$ cat src/rtl/core/mrrc_pkg.sv
package mrrc_pkg;

  // CRC-16 (reflected) constants
  localparam logic [15:0] CRC_SEED = 16'hFFFF;
  localparam logic [15:0] CRC_POLY = 16'hA001;

  // Fixed header byte and error distances
  localparam logic [7:0]  COUNT_BYTE   = 8'h02;
  localparam logic [15:0] DIST_BAD_HDR = 16'd5000;
  localparam logic [15:0] DIST_ERROR   = 16'd40000;

  // Byte positions inside a reply frame
  localparam logic [2:0] POS_ADDR    = 3'd0;
  localparam logic [2:0] POS_FUNC    = 3'd1;
  localparam logic [2:0] POS_COUNT   = 3'd2;
  localparam logic [2:0] POS_READ_HI = 3'd3;
  localparam logic [2:0] POS_READ_LO = 3'd4;
  localparam logic [2:0] POS_CRC_LO  = 3'd5;
  localparam logic [2:0] POS_CRC_HI  = 3'd6;
  localparam logic [2:0] POS_IDLE    = 3'd7;

  // Register reset values
  localparam logic [7:0]  RST_SLAVE_ADDRESS     = 8'd1;
  localparam logic [7:0]  RST_EXPECTED_FUNCTION = 8'd3;
  localparam logic [15:0] RST_MAX_READING       = 16'd2000;

  typedef enum logic [1:0] {
    ST_OK      = 2'd0,
    ST_BAD_HDR = 2'd1,
    ST_CRC_ERR = 2'd2,
    ST_RANGE   = 2'd3
  } status_t;

  // Register indexes; index 3 is unused and ignored
  typedef enum logic [1:0] {
    CFG_SLAVE_ADDRESS     = 2'd0,
    CFG_EXPECTED_FUNCTION = 2'd1,
    CFG_MAX_READING       = 2'd2
  } cfg_idx_t;

  typedef struct packed {
    logic [7:0]  slave_address;
    logic [7:0]  expected_function;
    logic [15:0] max_reading;
  } cfg_t;

  typedef struct packed {
    logic       frame_start;
    logic [7:0] rx_byte;
  } item_t;

  typedef struct packed {
    status_t     status;
    logic [15:0] distance;
  } result_t;

  // One byte through the reflected CRC, eight shift steps
  function automatic logic [15:0] crc_byte(input logic [15:0] crc_in, input logic [7:0] b);
    logic [15:0] c;
    c = crc_in ^ {8'h00, b};
    for (int k = 0; k < 8; k++) begin
      if (c[0]) begin
        c = (c >> 1) ^ CRC_POLY;
      end else begin
        c = c >> 1;
      end
    end
    return c;
  endfunction

endpackage

$ cat src/rtl/core/mrrc_cfg_regs.sv
module mrrc_cfg_regs
  import mrrc_pkg::*;
(
  input  logic       clk,
  input  logic       rst,
  input  logic       cfg_valid,
  output logic       cfg_ready,
  input  logic [1:0] cfg_index,
  input  logic [15:0] cfg_data,
  output cfg_t       cfg
);

  assign cfg_ready = 1'b1;

  // Register file, written one register per transfer
  always_ff @(posedge clk) begin
    if (rst) begin
      cfg.slave_address     <= RST_SLAVE_ADDRESS;
      cfg.expected_function <= RST_EXPECTED_FUNCTION;
      cfg.max_reading       <= RST_MAX_READING;
    end else if (cfg_valid) begin
      unique case (cfg_index)
        CFG_SLAVE_ADDRESS:     cfg.slave_address     <= cfg_data[7:0];
        CFG_EXPECTED_FUNCTION: cfg.expected_function <= cfg_data[7:0];
        CFG_MAX_READING:       cfg.max_reading       <= cfg_data;
        default: ;
      endcase
    end
  end

endmodule

$ cat src/rtl/core/mrrc_in_stage.sv
module mrrc_in_stage
  import mrrc_pkg::*;
(
  input  logic  clk,
  input  logic  rst,
  input  logic  s_valid,
  output logic  s_ready,
  input  item_t s_item,
  output logic  item_valid,
  output item_t item,
  input  logic  advance
);

  // Free when empty or when the held byte moves on this cycle
  assign s_ready = !item_valid || advance;

  always_ff @(posedge clk) begin
    if (rst) begin
      item_valid <= 1'b0;
    end else if (s_ready) begin
      item_valid <= s_valid;
    end
  end

  always_ff @(posedge clk) begin
    if (s_valid && s_ready) begin
      item <= s_item;
    end
  end

endmodule

$ cat src/rtl/core/mrrc_frame_check.sv
module mrrc_frame_check
  import mrrc_pkg::*;
(
  input  logic    clk,
  input  logic    rst,
  input  cfg_t    cfg,
  input  logic    item_valid,
  input  item_t   item,
  output logic    advance,
  output logic    m_valid,
  input  logic    m_ready,
  output result_t result
);

  logic [2:0]  byte_position;
  logic [15:0] running_crc;
  logic        header_good;
  logic [15:0] reading_word;
  logic [7:0]  crc_low_received;

  logic [2:0]  byte_position_next;
  logic [15:0] running_crc_next;
  logic        header_good_next;
  logic [15:0] reading_word_next;
  logic [7:0]  crc_low_received_next;

  logic [2:0]  pos;
  logic [15:0] crc_base;
  logic        hdr_base;
  logic [15:0] crc_step;
  logic        live;
  logic        emit;
  result_t     result_next;

  // Result slot frees when empty or taken
  assign advance = !m_valid || m_ready;

  // Start flag restarts the frame at byte 0
  assign pos      = item.frame_start ? POS_ADDR : byte_position;
  assign crc_base = item.frame_start ? CRC_SEED : running_crc;
  assign hdr_base = item.frame_start ? 1'b1 : header_good;
  assign live     = item_valid && advance && (item.frame_start || byte_position != POS_IDLE);
  assign crc_step = crc_byte(crc_base, item.rx_byte);

  // Frame state update and result decision
  always_comb begin
    byte_position_next    = byte_position;
    running_crc_next      = running_crc;
    header_good_next      = header_good;
    reading_word_next     = reading_word;
    crc_low_received_next = crc_low_received;
    emit                  = 1'b0;
    result_next           = '{status: ST_OK, distance: reading_word};
    if (live) begin
      running_crc_next   = crc_base;
      header_good_next   = hdr_base;
      byte_position_next = pos + 3'd1;
      unique case (pos)
        POS_ADDR: begin
          if (item.rx_byte != cfg.slave_address) header_good_next = 1'b0;
          running_crc_next = crc_step;
        end
        POS_FUNC: begin
          if (item.rx_byte != cfg.expected_function) header_good_next = 1'b0;
          running_crc_next = crc_step;
        end
        POS_COUNT: begin
          if (item.rx_byte != COUNT_BYTE) header_good_next = 1'b0;
          running_crc_next = crc_step;
        end
        POS_READ_HI: begin
          reading_word_next = {item.rx_byte, reading_word[7:0]};
          running_crc_next  = crc_step;
        end
        POS_READ_LO: begin
          reading_word_next = {reading_word[15:8], item.rx_byte};
          running_crc_next  = crc_step;
        end
        POS_CRC_LO: begin
          crc_low_received_next = item.rx_byte;
        end
        default: begin
          // Last CRC byte: pick the verdict, header first
          emit               = 1'b1;
          byte_position_next = POS_IDLE;
          priority if (!hdr_base) begin
            result_next = '{status: ST_BAD_HDR, distance: DIST_BAD_HDR};
          end else if ({item.rx_byte, crc_low_received} != crc_base) begin
            result_next = '{status: ST_CRC_ERR, distance: DIST_ERROR};
          end else if (reading_word > cfg.max_reading) begin
            result_next = '{status: ST_RANGE, distance: DIST_ERROR};
          end else begin
            result_next = '{status: ST_OK, distance: reading_word};
          end
        end
      endcase
    end
  end

  // Frame state registers
  always_ff @(posedge clk) begin
    if (rst) begin
      byte_position    <= POS_IDLE;
      running_crc      <= CRC_SEED;
      header_good      <= 1'b1;
      reading_word     <= '0;
      crc_low_received <= '0;
    end else begin
      byte_position    <= byte_position_next;
      running_crc      <= running_crc_next;
      header_good      <= header_good_next;
      reading_word     <= reading_word_next;
      crc_low_received <= crc_low_received_next;
    end
  end

  // Result register
  always_ff @(posedge clk) begin
    if (rst) begin
      m_valid <= 1'b0;
    end else if (advance) begin
      m_valid <= emit;
    end
  end

  always_ff @(posedge clk) begin
    if (emit) begin
      result <= result_next;
    end
  end

endmodule

$ cat src/rtl/core/modbus_read_reply_checker_unit.sv
// Modbus RTU read-holding-register reply checker.
// Input stream: one reply byte per transfer; tuser marks the first byte of
// a frame. Bytes 0..4 run through CRC-16 (0xA001, seed 0xFFFF), bytes 0..2
// are checked against address, function and a byte count of 2.
// Output stream: one result per complete 7-byte frame, tdata the distance,
// tuser the status (0 ok, 1 bad header, 2 CRC mismatch, 3 out of range).
// Bytes after the seventh, or before any start, are dropped silently.
// Config channel: index 0 slave address, 1 function code, 2 max reading;
// index 3 is ignored. Always ready; write only while the block is idle.
// Throughput: one byte per cycle while the result register is empty or
// being taken. After the last byte's transfer, the result passes through
// the input register, then the result register.
// Reset clears the frame tracker to idle, empties both registers and loads
// the default configuration (address 1, function 3, max 2000).
// When the receiver stalls, the held result waits and the input register
// fills; tready drops once both are occupied.
module modbus_read_reply_checker_unit
  import mrrc_pkg::*;
(
  input  logic        clk,
  input  logic        rst,
  input  logic        s_axis_tvalid,
  output logic        s_axis_tready,
  input  logic [7:0]  s_axis_tdata,   // [7:0] rx_byte
  input  logic        s_axis_tuser,   // [0] frame_start
  output logic        m_axis_tvalid,
  input  logic        m_axis_tready,
  output logic [15:0] m_axis_tdata,   // [15:0] distance
  output logic [1:0]  m_axis_tuser,   // [1:0] status
  input  logic        cfg_valid,
  output logic        cfg_ready,
  input  logic [1:0]  cfg_index,
  input  logic [15:0] cfg_data
);

  cfg_t    cfg;
  item_t   s_item;
  item_t   item;
  logic    item_valid;
  logic    advance;
  result_t result;

  assign s_item = '{frame_start: s_axis_tuser, rx_byte: s_axis_tdata};

  mrrc_cfg_regs u_cfg (
    .clk       (clk),
    .rst       (rst),
    .cfg_valid (cfg_valid),
    .cfg_ready (cfg_ready),
    .cfg_index (cfg_index),
    .cfg_data  (cfg_data),
    .cfg       (cfg)
  );

  mrrc_in_stage u_in (
    .clk        (clk),
    .rst        (rst),
    .s_valid    (s_axis_tvalid),
    .s_ready    (s_axis_tready),
    .s_item     (s_item),
    .item_valid (item_valid),
    .item       (item),
    .advance    (advance)
  );

  mrrc_frame_check u_check (
    .clk        (clk),
    .rst        (rst),
    .cfg        (cfg),
    .item_valid (item_valid),
    .item       (item),
    .advance    (advance),
    .m_valid    (m_axis_tvalid),
    .m_ready    (m_axis_tready),
    .result     (result)
  );

  assign m_axis_tdata = result.distance;
  assign m_axis_tuser = result.status;

endmodule
$ cat config.mk
export PLATFORM = sky130hd
export DESIGN_NAME = modbus_read_reply_checker_unit
export DESIGN_NICKNAME = d
export VERILOG_FILES = /design/src/rtl/core/mrrc_pkg.sv /design/src/rtl/core/mrrc_cfg_regs.sv /design/src/rtl/core/mrrc_in_stage.sv /design/src/rtl/core/mrrc_frame_check.sv /design/src/rtl/core/modbus_read_reply_checker_unit.sv
export SDC_FILE = /design/constraint.sdc
export NUM_CORES = 1
export LEC_CHECK = 0
export ABC_AREA = 1
export ABC_CLOCK_PERIOD_IN_PS = 2500
export BUFFER_PORTS_ARGS = -buffer_cell sky130_fd_sc_hd__buf_4
export CORE_ASPECT_RATIO = 1.25
export CORE_MARGIN = 2
export CORE_UTILIZATION = 45
export DETAILED_ROUTE_END_ITERATION = 12
export GPL_ROUTABILITY_DRIVEN = 0
export HOLD_SLACK_MARGIN = 0.12
export PLACE_DENSITY = 0.74
export SLEW_MARGIN = 10
export SYNTH_ARGS = -nofsm -noshare
export SYNTH_HDL_FRONTEND = slang
export SYNTH_SLANG_ARGS = --single-unit
$ cat constraint.sdc
create_clock -name clk -period 2.5 [get_ports clk]
set_clock_uncertainty 0.05 [all_clocks]
set_input_delay 0.625 -clock clk [delete_from_list [all_inputs] [get_ports clk]]
set_output_delay 0.625 -clock clk [all_outputs]
set_load 0.005 [all_outputs]
[Word level (Yosys, flattened, before mapping)]
Cells that the tools add are included.
Word-level totals
  register bits after elaboration: 105
  output and inout port bits: 21
  word-level logic and storage cells: 88
  bits of input ports: 32
Cells by class
  equality and inequality tests: 12
  mux-type cells: 25
  bitwise gates (word level): 13
  order comparisons: 1
  reduce and logical (&&, ||, !) cells: 20
  $add $sub $neg: 1
Operator list (count)
  16-bit two-way mux: 12
  18-bit two-way mux: 2
  16-bit case mux with 2 select lines: 1
  2-bit NOT with 3-bit output: 8
  17-bit two-way mux: 1
  16-bit > comparator: 1
  16-bit != test: 1
  8-bit != test: 2
  16-bit by 8-bit XOR with 16-bit output: 1
  8-bit by 2-bit != test with 1-bit output (second input constant): 1
  2-bit AND reduction: 4
  8-bit OR reduction: 1
  7-bit OR reduction: 1
  3-bit by 2-bit == test with 1-bit output (second input constant): 2
  3-bit == test (second input constant): 2
  1-bit two-way mux: 6
  3-bit two-way mux: 2
  3-bit AND reduction: 2
  6-bit OR reduction: 1
  5-bit OR reduction: 1
  1-bit NOT: 4
  3-bit by 1-bit adder with 3-bit output (second input constant): 1
  3-bit by 1-bit == test with 1-bit output (second input constant): 1
  1-bit logical AND: 3
  8 further kinds: 11

[Longest topological paths before layout]
Gate-level depths: netlist of run 1.
  depth in word-level cells: 19
  gate-level depth with buffers: 17
  gate-level depth less buffers: 17

[Modules after synthesis]
From an unflattened synthesis of run 1, not the netlist that was laid out.
Unflattened totals
  cells, all modules: 752
  area total of the unflattened synthesis: 5671.7 um^2
By module, submodules not included
  mrrc_frame_check: times used 1, sequential area each 1441.4 um^2, cells an instance 543, area an instance 3953.8 um^2
  mrrc_cfg_regs: times used 1, sequential area each 640.6 um^2, cells an instance 194, area an instance 1400.1 um^2
  mrrc_in_stage: times used 1, sequential area each 290.3 um^2, cells an instance 15, area an instance 317.8 um^2

[Worst setup path after synthesis of run 1]
Ideal clock, no wire load.
  path kind: flip-flop to flip-flop
  start: register, netlist name u_in.item[8]
  end: register, netlist name u_check.result[0]
  stages on the path, launching flop included: 14
  library setup time: 253 ps
  clock period less this slack: 2754 ps
  data required time: 2197 ps
  arrival time: 2451 ps
  setup slack: -254 ps
  path buffers: 2
  cells stage by stage: edfxtp_1 -> buf_6 -> buf_12 -> nor2_1 -> inv_1 -> ha_1 -> o21ai_0 -> nand2_2 -> nor2_1 -> nand2_1 -> inv_1 -> nand2_4 -> nand2_4 -> nor2_1

==> metrics.md, run 1 <==
| Metric | Value |
|---|---|
| PD cells | 628 mW/mm^2 |
| Residual DRC | 0 |
| Fillers | 1114 |
| Die Span X | 102 um |
| Total die area | approximately 0.013 mm^2 |
| Total GRT Usage | 21.6% |
| EDFF count, synth | 27 |
| MaxCap Viol Count | 0 |
| Via count | about 4800 |
| WP data required | 2560 ps |
| Top delay family on crit path | simple AND/OR/NAND/NOR gates |
| Nets | 805 |
| Leak | 2.77 nW |
| Tcrit/Tclk final | 91.5% |
| Post-Syn Area per Cell | 7.68 um^2 |
| Minimum clock period | 2290 ps |
| Peak VDD IR | 0.337 mV |
| Post-layout utilization of the core | 54.0% |
| Port Buffer Count | 51 |
| First-pass GRT wire length | between 20000 and 25000 um |
| FF-to-FF Start | u_in.item[8]$_DFFE_PP_ |
| Via density | 5.20 |
| WS Path Type | reg -> reg |
| Internal power | 2.94 mW |
| CP peak stage delay | approximately 440 ps |
| Sw Share | about 26% |
| Hold WC Path Type | in -> reg |
| CTS Root Cell | clkbuf_16 |
| Status | complete, no violations |
| Final Hold Fails | 0 |
| Worst Path Max Fanout | 7 |
| Cells after synthesis | 701 |
| IO Count | 53 |
| Length in cells of the worst reg-to-reg path | 11 |
| Comb pwr share | 14.3% |
| Clk slew on worst S/H paths | 70 ps |
| Net load switching power | 1.02 mW |
| Top FF cell, synth | dfxtp_1 |
| Synth-to-layout area growth | 17.1% |
| Syn_nets | 754 |
| Leading cell type in the layout, fill and taps excluded | nand2_1 |
| Cell breakdown of the critical path | nor2_2 > inv_1 > ha_1 > o21ai_1 > nand2_2 > nor2_1 > nand2_1 > nor2_2 > inv_1 > nand2_4 > nor2_1 |
| Fmax | 437 MHz |
| CP Depth | 11 |
| Antenna violations before repair | 0 |
| CP Buf/Inv Count | 2 |
| Hold Crit Depth | 1 |
| Sequential fraction of the synthesis area | 44.1% |
| Clk pwr share | 38.4% |
| Number of CTS-inserted buffers | 9 |
| RSZ-0062 raised after global routing | no |
| Ant diodes | 0 |
| Die H | around 130 um |
| R2R setup slack | 210 ps |
| CTS tree | built |
| Rows | 44 |
| Setup violation total in the final timing report | 0 |
| Vias in the first global route | 4695 |
| Post-synth cell types | 40 |
| Global route overflow | 0 |
| Pre-antenna DRT Iters | 5 |
| CTS Sinks | 105 |
| Routed len/inst | about 15 um |
| WL final | about 13000 um |
| Post-DP HPWL | just over 10000 um |
| CTS H-Tree Depth | 3 |
| Final ANT Viol Nets | 0 |
| Area of the core | 0.0117 mm^2 |
| CTS Buffer Depth | 2 |
| CP max-delay cell | edfxtp_1 |
| Most frequent cells in the layout | 147 x nand2_1, 91 x inv_1, 78 x dfxtp_1, 74 x o21ai_0, 70 x buf_4 |
| Startpoint Class | register |
| Yosys warns | 0 |
| Largest net degree at the start of global routing | 66 |
| FF-to-FF End | u_check.result[14]$_DFFE_PP_ |
| Min-delay src | s_axis_tdata[7] |
| Layout cell share with drive strength beyond 1 | 14.3% |
| Crit. End Element | register |
| CP arrival | 2350 ps |
| Sequential Power Share | about 47% |
| Mapped Area | 0.00539 mm^2 |
| Count of pins over their slew limit | 0 |
| Fin Setup TNS | 0 ps |
| First DRT Iteration DRCs | 300 |
| Starting Density | a little under half |
| Slew headroom | 66.0% |
| Hold path endpoint | u_in.item[7]$_DFFE_PP_ |
| Worst-Margin Slew | between 500 and 600 ps |
| Fraction of registers with async set/reset | 0% |
| Clk Latency, worst-skew pair | 350 ps |
| #FFs+latches synth | 105 |
==> worst register-to-register path, stage by stage, from the launching register on <==
cell and delay (ps):
edfxtp_1 440, nor2_2 210, inv_1 100, ha_1 240, o21ai_1 150, nand2_2 60, nor2_1 90, nand2_1 140
nor2_2 220, inv_1 170, nand2_4 140, nor2_1 50
==> synth_stat cells, types with 8 or more instances <==
cell type  number  share of area (%)
nand2_1       147                 10
inv_1          92                6.4
a21oi_1        67                6.2
nand3_1        25                2.3
clkbuf_1       18                1.3
xor2_1         13                2.1
nor2_1         54                3.8
dfxtp_1        78                 29
ha_1           21                4.9
buf_2           9               0.84
nand4_1         8               0.93
o21ai_0        75                7.0
edfxtp_1       27                 15
o211ai_1       16                2.2
==> through the flow <==
step	instances	setup WS, ps	hold slack [ps]	power (mW)	cell area [um^2]
detailed placement	902	198	411	2.47	5980
global placement	902	287	405	2.45	5980
CTS	918	185	391	3.97	6300
finish	918	213	397	3.96	6310
global route	918	32.1	389	4.12	6310
floorplan	701	50.0	385	2.27	5390
==> logic make-up (layout without fill, tap and decap cells) <==
| family | Yosys count | in the layout | share of synthesized area (%) |
|---|---|---|---|
| buf+inv | 124 | 180 | 9.41 |
| simple gates | 263 | 263 | 21.4 |
| flops | 105 | 105 | 44.1 |
| xor+xnor | 20 | 20 | 3.39 |
| other cells | 1 | 1 | 0.0696 |
| compound gates | 167 | 167 | 16.8 |
| fa+ha+maj | 21 | 21 | 4.88 |
==> layer usage <==
layer  up-vias  track usage (%)  wire length (um)
met2       145             36.4              6670
met3        43             3.80               647
li1       2401                -                 -
met4         0             12.0               628
met5         -                0                 0
met1      2184             25.6              5530
==> power groups by stage <==
| stage | sequential [mW] | combinational [mW] | clock [mW] |
|---|---|---|---|
| global placement | 1.91 | 0.538 | 0 |
| detailed placement | 1.91 | 0.560 | 0 |
| global route | 1.88 | 0.634 | 1.61 |
| floorplan | 1.89 | 0.382 | 0 |
| CTS | 1.87 | 0.564 | 1.54 |
| finish | 1.87 | 0.567 | 1.52 |
==> sequential cells by signal, indices dropped and copies added (netlist names) <==
signal,cells
u_cfg.cfg,32
u_check.byte_position,3
u_check.crc_low_received,8
u_check.header_good,1
u_check.m_valid,1
u_check.reading_word,16
u_check.result,18
u_check.running_crc,16
u_in.item,9
u_in.item_valid,1
==> worst max-delay path by stage <==
stage,start,endpoint,slack (ps)
2_1_floorplan,u_in.item[8]$_DFFE_PP_,u_check.result[0]$_DFFE_PP_,50
3_3_place_gp,u_in.item[8]$_DFFE_PP_,u_check.result[12]$_DFFE_PP_,290
3_5_place_dp,u_in.item[8]$_DFFE_PP_,u_check.result[12]$_DFFE_PP_,200
4_1_cts,u_in.item[8]$_DFFE_PP_,u_check.result[12]$_DFFE_PP_,180
5_1_grt,u_in.item[8]$_DFFE_PP_,u_check.running_crc[0]$_SDFFE_PP1P_,30
6_report,u_in.item[8]$_DFFE_PP_,u_check.result[14]$_DFFE_PP_,210
==> cell type report <==
class,instances,area [um^2],share of cell area (%)
well taps,161,201,3.19
repair buffers,71,546,8.65
inverters,93,355,5.63
multi-input cells,472,2510,39.8
clock buffers,12,246,3.91
flip-flops and latches,105,2370,37.6
clock inverters,4,73.8,1.17
==> repair_timing <==
item                                    CTS  global route
hold buffers                              0             0
buffers inserted                          0             0
endpoints found under the setup margin    0             8
gates resized for setup                   0             1
No activity file was read; power rests on OpenSTA's default activity.
==> inputs of run 2 (changes only) <==
--- a/config.mk
+++ b/config.mk
@@ -15,6 +15,7 @@
 export GPL_ROUTABILITY_DRIVEN = 0
 export HOLD_SLACK_MARGIN = 0.12
 export PLACE_DENSITY = 0.74
+export REMOVE_ABC_BUFFERS = 1
 export SLEW_MARGIN = 10
 export SYNTH_ARGS = -nofsm -noshare
 export SYNTH_HDL_FRONTEND = slang
==> constraint.sdc (replaced) <==
create_clock -name clk -period 2.5 [get_ports clk]
set_clock_uncertainty 0.05 [all_clocks]
set_input_delay 0.5 -clock clk [delete_from_list [all_inputs] [get_ports clk]]
set_output_delay 0.5 -clock clk [all_outputs]
set_load 0.005 [all_outputs]
==> metrics.md, run 2 (same netlist as run 1, synthesis figures left out) <==
| Metric | Value |
|---|---|
| Status | complete, no violations |
| Worst Path Max Fanout | 19 |
| Startpoint Class | register |
| WS Path Type | reg -> reg |
| CTS Buffer Depth | 2 |
| Routed len/inst | 14.5 um |
| Most frequent cells in the layout | 147 x nand2_1, 91 x inv_1, 78 x dfxtp_1, 75 x o21ai_0 |
| GRT met3 Usage | 3.42% |
| CTS Sinks | 105 |
| CP arrival | 2290 ps |
| Nets | 803 |
| Total GRT Usage | 21.4% |
| Global route hottest layer | met2 |
| CTS Hold Bufs | 0 |
| Hold path endpoint | u_in.item[3]$_DFFE_PP_ |
| Fillers | 1100 |
| Hold Crit Depth | 1 |
| Hold WC Path Type | in -> reg |
| WL final | ~13000 um |
| Crit. End Element | register |
| Starting Density | 46.1% |
| Rows | 44 |
| Minimum clock period | ~2300 ps |
| Met2 usage | a little under two fifths |
| Post-DP HPWL | 9800 um |
| PD cells | 622 mW/mm^2 |
| Worst-Margin Slew | 582 ps |
| Pre-antenna DRT Iters | 5 |
| Length in cells of the worst reg-to-reg path | 10 |
| FF-to-FF Start | u_in.item[8]$_DFFE_PP_ |
| Leading cell type in the layout, fill and taps excluded | nand2_1 |
| First DRT Iteration DRCs | roughly 240 |
| R2R setup slack | 210 ps |
| Leak | between 2 and 3 nW |
| Clk Latency, worst-skew pair | 360 ps |
| CTS H-Tree Depth | 3 |
| Area of the core | ~0.012 mm^2 |
| Met1 Use GR | approximately a quarter |
| Antenna violations before repair | 0 |
| Regs by FF count | u_cfg.cfg: 32 flops, u_check.result: 18 flops |
| Design Power | 3.91 mW |
| Final Hold Fails | 0 |
| Setup violation total in the final timing report | 0 |
| Final ANT Viol Nets | 0 |
| Slew headroom | between 60% and 70% |
| Residual DRC | 0 |
| Register area | between 0.002 and 0.0025 mm^2 |
| CTS tree | built |
| Via count | 4763 |
| IO Count | 53 |
| Number of CTS-inserted buffers | 9 |
| Fin Setup TNS | 0 ps |
| Global route overflow | 0 |
| Tcrit/Tclk final | 91.8% |
| Peak VDD IR | 0.307 mV |
| Die H | ~130 um |
| Fmax | 436 MHz |
| Layout cell share with drive strength beyond 1 | around 14% |
| FF-to-FF End | u_check.result[8]$_DFFE_PP_ |
| Biggest register | u_cfg.cfg |
| Die Span X | between 100 and 150 um |
| Min-delay src | s_axis_tdata[3] |
| RSZ-0062 raised after global routing | yes |
| Clk slew on worst S/H paths | around 80 ps |
| Total die area | 0.0129 mm^2 |
| Area occupied by multi-input gates | 0.00252 mm^2 |
| CTS Root Cell | clkbuf_16 |
| Largest net degree at the start of global routing | 66 |
| Vias in the first global route | 4699 |
| WP data required | 2500 ps |
| First-pass GRT wire length | 21700 um |
| Synth-to-layout area growth | 16.7% |
| Placed Instances | 900 |
| Max reg flops | 32 |
| MaxCap Viol Count | 0 |
| Count of pins over their slew limit | 0 |
| Post-Layout Cell Count | 916 |
| Port Buffer Count | about 50 |
| Ant diodes | 0 |
| Via density | 5.20 |
-- run 2: repair_timing --
action                                  CTS  global route
setup buffers                             0             0
gates resized for setup                   0             8
endpoints found under the setup margin    0            18
-- run 2: layer usage --
metal  up-vias  wire (um)
met1      2188       5390
met2       151       6750
met5         -          0
met3        34        631
li1       2390          -
met4         0        477
-- run 2: through the flow --
stage / util (%) / hold WS [ps] / instance area (um^2) / setup WS (ps)
2_1_floorplan: - / 387 / 5230 / -635
3_3_place_gp: 51.0 / 405 / 5950 / 267
3_5_place_dp: 51.0 / 409 / 5950 / 196
4_1_cts: 53.7 / 258 / 6260 / 169
5_1_grt: 53.9 / 260 / 6290 / -30.7
6_report: 53.9 / 264 / 6290 / 206
-- run 2: layout make-up --
cell class / instances / area share, %
multi-input cells: 472 / 40.1
flip-flops and latches: 105 / 37.7
repair buffers: 69 / 8.42
inverters: 93 / 5.59
clock buffers: 10 / 3.64
well taps: 161 / 3.20
clock inverters: 6 / 1.33
-- run 2: worst max-delay path, stage by stage, from the launching register on --
cell and delay (ps):
edfxtp_1 510, inv_1 100, nand2_1 130, inv_1 80, ha_1 200, o21ai_0 200
nand2_2 90, nor2_1 100, nand2_1 130, inv_1 160, buf_6 230
-- run 2: worst max path at each step --
stage                      startpoint                                  end  slack (ps)
3_5_place_dp   u_in.item[8]$_DFFE_PP_          u_check.result[2]$_DFFE_PP_         200
6_report       u_in.item[8]$_DFFE_PP_          u_check.result[8]$_DFFE_PP_         210
4_1_cts        u_in.item[8]$_DFFE_PP_  u_check.running_crc[0]$_SDFFE_PP1P_         170
2_1_floorplan  u_in.item[8]$_DFFE_PP_          u_check.result[0]$_DFFE_PP_        -630
5_1_grt        u_in.item[8]$_DFFE_PP_  u_check.running_crc[0]$_SDFFE_PP1P_         -30
3_3_place_gp            m_axis_tready     u_check.result[16]$_SDFFCE_PP0P_         270
-- run 2: power by group --
group          total [mW]  internal [mW]  switching, mW
Sequential           1.87           1.82         0.0530
Clock                1.48          0.804          0.675
Combinational       0.557          0.211          0.346
==> inputs of run 3 (changes only) <==
--- a/config.mk
+++ b/config.mk
@@ -10,11 +10,11 @@
 export BUFFER_PORTS_ARGS = -buffer_cell sky130_fd_sc_hd__buf_4
 export CORE_ASPECT_RATIO = 1.25
 export CORE_MARGIN = 2
-export CORE_UTILIZATION = 45
+export CORE_UTILIZATION = 49
 export DETAILED_ROUTE_END_ITERATION = 12
 export GPL_ROUTABILITY_DRIVEN = 0
 export HOLD_SLACK_MARGIN = 0.12
-export PLACE_DENSITY = 0.74
+export PLACE_DENSITY = 0.79
 export REMOVE_ABC_BUFFERS = 1
 export SLEW_MARGIN = 10
 export SYNTH_ARGS = -nofsm -noshare
==> metrics.md, run 3 (same netlist as run 1, synthesis figures left out) <==
| Metric | Value |
|---|---|
| Clk Latency, worst-skew pair | 350 ps |
| Fmax | 427 MHz |
| Worst Path Max Fanout | 7 |
| Slew headroom | 59.7% |
| Peak VDD IR | 0.286 mV |
| Max reg flops | 32 |
| Total GRT Usage | 23.6% |
| R2R setup slack | 160 ps |
| Final Hold Fails | 0 |
| Area of the core | 0.0107 mm^2 |
| CTS H-Tree Depth | 3 |
| FF-to-FF End | u_check.result[13]$_DFFE_PP_ |
| CTS tree | built |
| Nets | 805 |
| Ant diodes | 0 |
| Synth-to-layout area growth | 15.6% |
| Starting Density | 50.5% |
| Antenna violations before repair | 0 |
| WL final | 13600 um |
| Worst-Margin Slew | approximately 600 ps |
| Number of CTS-inserted buffers | 9 |
| Die Span X | 97.8 um |
| IO Count | 53 |
| Hold Crit Depth | 1 |
| Setup violation total in the final timing report | 0 |
| CTS Hold Bufs | 0 |
| Hold WC Path Type | in -> reg |
| First DRT Iteration DRCs | 407 |
| Tcrit/Tclk final | 93.7% |
| Clk slew on worst S/H paths | about 80 ps |
| WS Path Type | reg -> reg |
| Die H | between 100 and 150 um |
| Layout cell share with drive strength beyond 1 | approximately 14% |
| FF-to-FF Start | u_in.item[8]$_DFFE_PP_ |
| Leak | 2.76 nW |
| CTS Buffer Depth | 2 |
| Port Buffer Count | roughly 50 |
| Pre-antenna DRT Iters | 5 |
| CP arrival | 2400 ps |
| Minimum clock period | roughly 2300 ps |
| Hold path endpoint | u_in.item[6]$_DFFE_PP_ |
| Post-DP HPWL | a little under 10000 um |
| Rows | between 40 and 50 |
| First-pass GRT wire length | 22200 um |
| Min-delay src | s_axis_tdata[6] |
| Design Power | 3.85 mW |
| Routed len/inst | 15.3 um |
| WP data required | around 2600 ps |
| Post-CTS setup buffer count | 0 |
| PD cells | 619 mW/mm^2 |
| Global route overflow | 0 |
| Vias in the first global route | 4790 |
| Final ANT Viol Nets | 0 |
| Leading cell type in the layout, fill and taps excluded | nand2_1 |
| Number of gates resized after cts | 0 |
| Final instance area | around 0.0062 mm^2 |
| Via density | 5.52 |
| Most frequent cells in the layout | 147 x nand2_1, 92 x inv_1, 78 x dfxtp_1, 75 x o21ai_0, 71 x buf_4 |
| Placed cell area | 0.00591 mm^2 |
| MaxCap Viol Count | 0 |
| Largest net degree at the start of global routing | between 60 and 70 |
| Biggest register | u_cfg.cfg |
| RSZ-0062 raised after global routing | no |
| Length in cells of the worst reg-to-reg path | 12 |
| Via count | 4910 |
| Regs by FF count | u_cfg.cfg: 32 flops, u_check.result: 18 flops |
| CTS Sinks | 105 |
| Total die area | 0.0119 mm^2 |
| Crit. End Element | register |
| Status | complete, no violations |
| Startpoint Class | register |
| CTS Root Cell | clkbuf_16 |
| Residual DRC | 0 |
| Count of pins over their slew limit | 0 |
==> run 3: how the worst max path moves through the flow <==
stage | startpoint | end | depth (start not counted)
after floorplan | u_in.item[8]$_DFFE_PP_ | u_check.result[0]$_DFFE_PP_ | 12
after global placement | u_in.item[8]$_DFFE_PP_ | u_check.result[11]$_DFFE_PP_ | 11
after detailed placement | u_in.item[8]$_DFFE_PP_ | u_check.result[6]$_DFFE_PP_ | 11
after CTS | u_in.item[8]$_DFFE_PP_ | u_check.running_crc[0]$_SDFFE_PP1P_ | 17
after global routing | u_in.item[8]$_DFFE_PP_ | u_check.result[2]$_DFFE_PP_ | 12
final | u_in.item[8]$_DFFE_PP_ | u_check.result[13]$_DFFE_PP_ | 12
==> run 3: layer usage <==
layer	global-route usage, %	vias to the layer above	share of wire (%)
met3	4.21	46	6.2
met2	42.9	205	51
met4	12.7	0	3.8
li1	-	2402	-
met5	0	-	0
met1	26.2	2257	39
==> run 3: stage by stage <==
stage	utilization [%]	setup TNS (ps)	std cells	hold WS, ps	setup slack (ps)
floorplan	-	-19760	670	387	-635
global placement	55.4	0	871	401	321
detailed placement	55.4	0	871	406	201
CTS	58.2	0	887	258	154
global route	58.3	0	889	254	12.9
finish	58.3	0	889	267	158
==> run 3: critical path, stage by stage (launching register included) <==
cell      delay, ps
edfxtp_1        390
buf_4           170
nor2_1          150
inv_1            80
ha_1            220
o21ai_0         190
nand2_2          80
nor2_1          100
nand2_1         100
nor2_2          200
inv_1           170
nand2_4         140
nor2_1           50
==> run 3: layout make-up <==
| class | instances | area, um^2 |
|---|---|---|
| flip-flops and latches | 105 | 2370 |
| clock inverters | 6 | 56.3 |
| clock buffers | 10 | 239 |
| well taps | 132 | 165 |
| repair buffers | 71 | 533 |
| fillers | 942 | 4440 |
| inverters | 93 | 352 |
| multi-input cells | 472 | 2510 |
==> run 3: power breakdown <==
group / internal (mW) / total, mW / switching, mW
Sequential: 1.82 / 1.87 / 0.0533
Combinational: 0.212 / 0.563 / 0.351
Clock: 0.729 / 1.42 / 0.689
Total: 2.76 / 3.85 / 1.09
